$ cat config.mk
export PLATFORM = sky130hd
export DESIGN_NAME = ille_front
export DESIGN_NICKNAME = d
export VERILOG_FILES = /design/src/ille_pkg.sv /design/src/ille_front.sv
export SDC_FILE = /design/constraint.sdc
export NUM_CORES = 1
export LEC_CHECK = 0
export ABC_AREA = 1
export ABC_CLOCK_PERIOD_IN_PS = 2350
export BUFFER_PORTS_ARGS = -buffer_cell sky130_fd_sc_hd__buf_2
export CAP_MARGIN = 20
export CORE_MARGIN = 3
export CORE_UTILIZATION = 45
export CTS_CLUSTER_DIAMETER = 50
export DETAILED_ROUTE_END_ITERATION = 7
export GPL_ROUTABILITY_DRIVEN = 0
export GPL_TIMING_DRIVEN = 0
export PLACE_DENSITY = 0.69
export SETUP_SLACK_MARGIN = 0.02
export SYNTH_ARGS = -nofsm -noshare
export SYNTH_HDL_FRONTEND = slang
export SYNTH_SLANG_ARGS = --single-unit
$ cat constraint.sdc
create_clock -name clk -period 2.35 [get_ports clk]
set_input_delay 0.3525 -clock clk [delete_from_list [all_inputs] [get_ports clk]]
set_output_delay 0.3525 -clock clk [all_outputs]
set_load 0.05 [all_outputs]
$ cat src/ille_pkg.sv
// Shared types, constants and helpers for the indexed linked list engine.
// Depends on nothing; every other file of the block refers to it by scoped names.
package ille_pkg;

	// Table depth and id width
	localparam int NODES  = 1024;
	localparam int ID_W   = 10;
	localparam int ADDR_W = $clog2(NODES);

	// Stream widths: input tdata is target, new_id, side; output tdata is read_id
	localparam int IN_BITS   = 2 * ID_W + 1;
	localparam int S_TDATA_W = ((IN_BITS + 7) / 8) * 8;
	localparam int M_TDATA_W = ((ID_W + 7) / 8) * 8;
	localparam int CMD_W     = 2;
	localparam int STAT_W    = 2;

	// Command queue between front and back
	localparam int QD   = 2;
	localparam int QA   = $clog2(QD);
	localparam int QC_W = $clog2(QD + 1);

	// Command codes
	localparam logic [CMD_W-1:0] OP_INSERT  = 2'd0;
	localparam logic [CMD_W-1:0] OP_REMOVE  = 2'd1;
	localparam logic [CMD_W-1:0] OP_RESTART = 2'd2;
	localparam logic [CMD_W-1:0] OP_READ    = 2'd3;

	// Status codes
	localparam logic [STAT_W-1:0] ST_DONE    = 2'd0;
	localparam logic [STAT_W-1:0] ST_INVALID = 2'd1;
	localparam logic [STAT_W-1:0] ST_END     = 2'd2;

	typedef struct packed {
		logic lnk;
		logic kpt;
	} flag_t;

	typedef struct packed {
		logic [CMD_W-1:0] op;
		logic [ID_W-1:0]  target;
		logic [ID_W-1:0]  new_id;
		logic             side;
		logic             tgt_ok;
		logic             new_ok;
	} cmd_item_t;

	typedef struct packed {
		logic      valid;
		cmd_item_t item;
	} q_head_t;

	typedef struct packed {
		logic pop;
		logic clearing;
	} bk_ctl_t;

	// Nonzero and inside the tables
	function automatic logic id_ok(input logic [ID_W-1:0] id);
		return (id != '0) && (int'(id) < NODES);
	endfunction

	function automatic logic [ADDR_W-1:0] to_addr(input logic [ID_W-1:0] id);
		return ADDR_W'(id);
	endfunction

endpackage

$ cat src/ille_front.sv
// Front part: takes command words, decodes and range-checks the ids, queues them.
// Depends on ille_pkg.
module ille_front (
	input  logic                           clk,
	input  logic                           arst_n,
	input  logic                           s_tvalid,
	output logic                           s_tready,
	input  logic [ille_pkg::S_TDATA_W-1:0] s_tdata,
	input  logic [ille_pkg::CMD_W-1:0]     s_tuser,
	input  ille_pkg::bk_ctl_t              ctl,
	output ille_pkg::q_head_t              head
);

	ille_pkg::cmd_item_t          q_mem [ille_pkg::QD];
	logic [ille_pkg::QA-1:0]      wr_ptr_q;
	logic [ille_pkg::QA-1:0]      rd_ptr_q;
	logic [ille_pkg::QC_W-1:0]    cnt_q;
	ille_pkg::cmd_item_t          in_item;
	logic                         push;

	always_comb begin
		in_item.op     = s_tuser;
		in_item.target = s_tdata[ille_pkg::ID_W-1:0];
		in_item.new_id = s_tdata[2*ille_pkg::ID_W-1:ille_pkg::ID_W];
		in_item.side   = s_tdata[2*ille_pkg::ID_W];
		in_item.tgt_ok = ille_pkg::id_ok(in_item.target);
		in_item.new_ok = ille_pkg::id_ok(in_item.new_id);
	end

	assign s_tready   = (cnt_q != ille_pkg::QC_W'(ille_pkg::QD)) && !ctl.clearing;
	assign push       = s_tvalid && s_tready;
	assign head.valid = (cnt_q != '0);
	assign head.item  = q_mem[rd_ptr_q];

	always_ff @(posedge clk) begin
		if (push) begin
			q_mem[wr_ptr_q] <= in_item;
		end
	end

	always_ff @(posedge clk or negedge arst_n) begin
		if (!arst_n) begin
			wr_ptr_q <= '0;
			rd_ptr_q <= '0;
			cnt_q    <= '0;
		end else begin
			if (push) begin
				wr_ptr_q <= (wr_ptr_q == ille_pkg::QA'(ille_pkg::QD - 1)) ? '0 : wr_ptr_q + 1'b1;
			end
			if (ctl.pop) begin
				rd_ptr_q <= (rd_ptr_q == ille_pkg::QA'(ille_pkg::QD - 1)) ? '0 : rd_ptr_q + 1'b1;
			end
			case ({push, ctl.pop})
				2'b10:   cnt_q <= cnt_q + 1'b1;
				2'b01:   cnt_q <= cnt_q - 1'b1;
				default: cnt_q <= cnt_q;
			endcase
		end
	end

endmodule

# Yosys cells after proc, flatten, opt, wreduce, memory -nomap -nowiden
# Memory sizes are Yosys's and may differ from the RTL's.
# Index checks and enable logic that the tools add are counted.
# Widths: inputs -> output; s select.
[word_totals]
register_bits = 4
ramBits = 50
out_inout_bits = 27
memories = 1
[op_classes]
n_addsub = 4
eq_ne = 3
n_mux = 5
reduce_logical = 7
[mem_list]
columns = ["memory", "words", "word_bits", "read_ports", "rd_ports_with_merged_regs", "write_ports", "line", "text"]
rows = [
  ["q_mem", 2, 25, 1, 0, 1, "ille_front.sv:14", "ille_pkg::cmd_item_t q_mem [ille_pkg::QD];"],
]
[op_table]
columns = ["cell", "count"]
rows = [
  ["$reduce_bool 10->1", 2],
  ["$mux 1", 4],
  ["$pmux 2 s2", 1],
  ["$reduce_bool 2->1", 2],
  ["$add 1x1->1 const B", 2],
  ["$add 2x1->2 const B", 1],
  ["$eq 2x1->1 const B", 1],
  ["$eq 2x2->1 const B", 1],
  ["$logic_and 1x1->1", 2],
  ["$ne 2x2->1 const B", 1],
  ["$sub 2x1->2 const B", 1],
  ["$logic_not 1->1", 1],
]

# Longest topological paths before layout
[logic_depth]
depth_word = 5
mapped_depth = 9

# Least setup slack after synthesis
# No wires, ideal clock.
[synth_timing]
path_kind = "register to register"
startpoint = "register cnt_q[0] in the netlist's numbering"
endpoint = "memory q_mem[1][0] in the netlist's numbering (enable)"
setup_time_ns = 0.407
arrival_ns = 1.642
required_time_ns = 1.943
slack_ns = 0.301
path_stages_with_launch = 5
n_path_buf = 0
synth_period_minus_slack_ns = 2.049
path_cell_list = "dfrtp_1 > inv_2 > nand2_2 > nand3_2 > nor2_1"
[synth_between]
elab_chain_len = 5
[synth_rtl]
columns = ["item", "line", "text"]
rows = [
  ["start: declaration", "ille_front.sv:17", "logic [ille_pkg::QC_W-1:0] cnt_q;"],
  ["start signal: assignment", "ille_front.sv:54", "2'b10: cnt_q <= cnt_q + 1'b1;"],
  ["start signal: assignment", "ille_front.sv:55", "2'b01: cnt_q <= cnt_q - 1'b1;"],
  ["start signal: assignment", "ille_front.sv:56", "default: cnt_q <= cnt_q;"],
  ["$ne 2x2->1", "ille_front.sv:30", "assign s_tready = (cnt_q != ille_pkg::QC_W'(ille_pkg::QD)) && !ctl.clearing;"],
  ["$logic_and 1x1->1", "ille_front.sv:30", ""],
  ["$logic_and 1x1->1", "ille_front.sv:31", "assign push = s_tvalid && s_tready;"],
  ["$mux 1", "ille_front.sv:36", "if (push) begin"],
  ["$mux 1 (not written as such)", "ille_front.sv:37", "q_mem[wr_ptr_q] <= in_item;"],
  ["end: declaration", "ille_front.sv:14", ""],
]
# No other way between the ends.

==> impl_metrics.py <==
metrics = {
    "min_path": {
        "holdCritStartpoint": "s_tuser[0]",
        "min_path_cells": 1,
        "hold_path_class": "in2reg",
        "whs_endpoint": "q_mem[1][23]$_DFFE_PP_",
    },
    "place": {
        "place_area_um2": 2684,
        "hpwl_mm": 2.808,
        "portBuffers": 54,
    },
    "outcome": {
        "status": "finished clean",
    },
    "grt": {
        "grt_pass1_vias": 1425,
        "grt_overflow": 0,
        "grtUsageMet1_pct": 16.89,
        "top_usage_layer": "met2",
        "antenna_found_initial": 0,
        "grt_max_degree": 26,
        "grt.met3_usage_pct": 4.060,
        "gr-usage-met2_pct": 25.13,
        "grtUsageTotal_pct": 14.41,
        "grt_pass1_wl_mm": 6.624,
    },
    "setup_path": {
        "critPathLaunchType": "flip-flop",
        "critical_path_arrival_ns": 1.39,
        "r2r-start": "cnt_q[0]$_DFFE_PN0P_",
        "r2r_cells": 5,
        "end_kind": "output pin",
        "rrSetupSlack_ns": 0.68,
        "path_class": "reg2out",
        "cp.required_ns": 2.00,
        "critPathMaxFanout": 10,
        "r2r-end": "q_mem[1][8]$_DFFE_PP_",
    },
    "synthesis": {
        "netlist_area_um2": 2300,
        "synth_area_leaders": "edfxtp_1 (65%), o21ai_2 (9.5%), nand2_1 (5.5%), inv_1 (5.1%), dfrtp_1 (4.4%)",
        "synth.distinct_cells": 19,
        "synth_top_area_cell": "edfxtp_1",
        "yosysTopAreaCellShare_pct": 65.29,
        "syn_area_per_cell_um2": 13.14,
        "ys_seq_area_share_pct": 69.64,
        "yosys_warnings": 0,
        "synth-seq-cells": 54,
        "synth_nets": 207,
        "syn_inst": 175,
    },
    "clock_network": {
        "clockBufferDepth": 2,
        "cts_setup_buffers": 0,
        "numClockSinks": 54,
        "insertion_delay_ns": 0.30,
        "h-tree-depth": 2,
        "clock_tree.root_cell": "clkbuf_8",
        "cts_resized": 0,
        "cts-buffers-inserted": 5,
        "clkTransAtPathRegs_ns": 0.09,
        "cts_tree": "done",
    },
    "finish": {
        "design_area_um2": 2806,
        "diodes": 0,
        "n_fill_cell": 432,
        "final_common_cell": "buf_2",
        "synthToLayoutAreaGrowth_pct": 22.03,
        "nets": 271,
        "layout_common_cells": "buf_2 (54), edfxtp_1 (50), nand2_1 (34)",
        "drive_gt1_share_pct": 40.83,
    },
    "floorplan": {
        "core-area_um2": 4817,
        "chipHeight_um": 77.49,
        "die_area_um2": 6004,
        "rows": 25,
        "start_util_pct": 47.74,
        "die_width_um": 77.49,
        "ios": 58,
    },
    "sta": {
        "setup_violations": 0,
        "rsz0062_at_grt": "no",
        "period_minus_slack_ns": 1.740,
        "finalSetupTns_ns": 0,
        "fmax_mhz": 574.7,
        "worst_pin_slew_ns": 0.6434,
        "finalClockSkew_ns": 0.003362,
        "fin_crit_sh_pct": 74.05,
        "max-slew-margin-rel_pct": 57.06,
        "slew_viol_final": 0,
        "hold_violations": 0,
    },
    "drt": {
        "wire_per_inst_um": 12.93,
        "firstDrtPassIters": 4,
        "drt-initial-drc-count": 23,
        "ant_nets": 0,
        "wirelength_mm": 3.971,
        "viasPerCell": 4.609,
        "num_vias": 1415,
        "drc": 0,
    },
    "power": {
        "p_leak_nw": 1.205,
        "power_w": 0.003599,
        "switchingPower_w": 0.001665,
        "sw_frac_of_total_pct": 46.27,
        "p_per_area_nw_per_um2": 1282,
        "p_seq_share_pct": 34.6,
        "power.share.clock_pct": 13.5,
        "p_comb_share_pct": 51.9,
        "ir_drop_mv": 0.6137,
        "p_int_w": 0.001934,
    },
    "flow_run": {
        "cap_violations": 0,
    },
}
-- area by class of cell --
type / count / area [µm²] / area share (%)
Buffer: 6 / 93.84 / 3.344
Clock buffer: 5 / 68.82 / 2.452
Clock inverter: 3 / 16.27 / 0.5796
Inverter: 32 / 120.1 / 4.280
Multi-Input combinational cell: 83 / 486.7 / 17.34
Sequential cell: 54 / 1602 / 57.07
Tap cell: 67 / 83.83 / 2.987
Timing Repair Buffer: 57 / 335.3 / 11.95
-- cell usage after synthesis --
cell type and n:
edfxtp_1 50, nand2_1 34, inv_1 31, o21ai_2 25
nor2_1 11, dfrtp_1 4, buf_12 3, buf_6 3
and2_0 2, nand3b_1 2, nand4_1 2, a21oi_1 1
ha_1 1, inv_2 1, nand2_2 1, nand3_1 1
nand3_2 1, xnor2_1 1, xor2_1 1
-- registers in the layout, indices dropped and copies added (netlist names) --
signal and flops:
wr_ptr_q 1, rd_ptr_q 1, q_mem 50, cnt_q 2
-- per-stage QoR --
| step | utilization (%) | cells | hold WS (ns) | setup slack (ns) |
|---|---|---|---|---|
| floorplan | - | 175 | 0.05691 | 0.3009 |
| global placement | 55.09 | 296 | 0.1653 | -0.3720 |
| detailed placement | 55.71 | 297 | 0.1657 | 0.4651 |
| CTS | 57.69 | 306 | 0.2257 | 0.4828 |
| global route | 58.26 | 307 | 0.2181 | 0.5339 |
| finish | 58.26 | 307 | 0.2383 | 0.6099 |
-- layer usage --
metal  vias up  part of all wire, %
met2        40                   51
met3         6                  5.4
met4         0                  1.0
met1       664                   42
met5         -                    0
li1        705                    -
-- repair_timing --
action / in CTS / in global routing
endpoints found under the setup margin: 0 / 0
hold buffers: 1 / 0
hold endpoints to repair: 4 / 0
-- critical path, cell delays in order, from the launching register on --
cell and delay, ns:
dfrtp_1 0.38, buf_6 0.14, buf_12 0.15, o21ai_2 0.14, buf_2 0.28
-- cell families after synthesis --
group	count (synthesis)	synth area share [%]
AOI/OAI and AO/OA	26	9.739
xor gates and xnor gates	2	0.7618
adders and majority gates	1	0.5440
buffers and inverters	38	9.303
DFF	54	69.64
and+or+nand+nor	54	10.01
-- how the worst max path moves through the flow --
stage | startpoint | end | cells after the start | slack, ns
final | rd_ptr_q$_DFFE_PN0P_ | head[17] | 4 | 0.61
after global routing | rd_ptr_q$_DFFE_PN0P_ | head[12] | 4 | 0.53
after CTS | cnt_q[0]$_DFFE_PN0P_ | q_mem[0][2]$_DFFE_PP_ | 4 | 0.48
after detailed placement | ctl[0] | q_mem[0][8]$_DFFE_PP_ | 4 | 0.47
after global placement | ctl[0] | q_mem[1][5]$_DFFE_PP_ | 4 | -0.37
after floorplan | cnt_q[0]$_DFFE_PN0P_ | q_mem[1][0]$_DFFE_PP_ | 4 | 0.30
-- power groups by stage --
stage	combinational (W)	clock (W)	sequential [W]
3_3_place_gp	0.00183	0	0.00127
3_5_place_dp	0.00188	0	0.00127
2_1_floorplan	0.00147	0	0.00126
5_1_grt	0.00199	0.000544	0.00126
4_1_cts	0.00188	0.000504	0.00125
6_report	0.00187	0.000485	0.00125
Power figures use the tool's default switching activity.
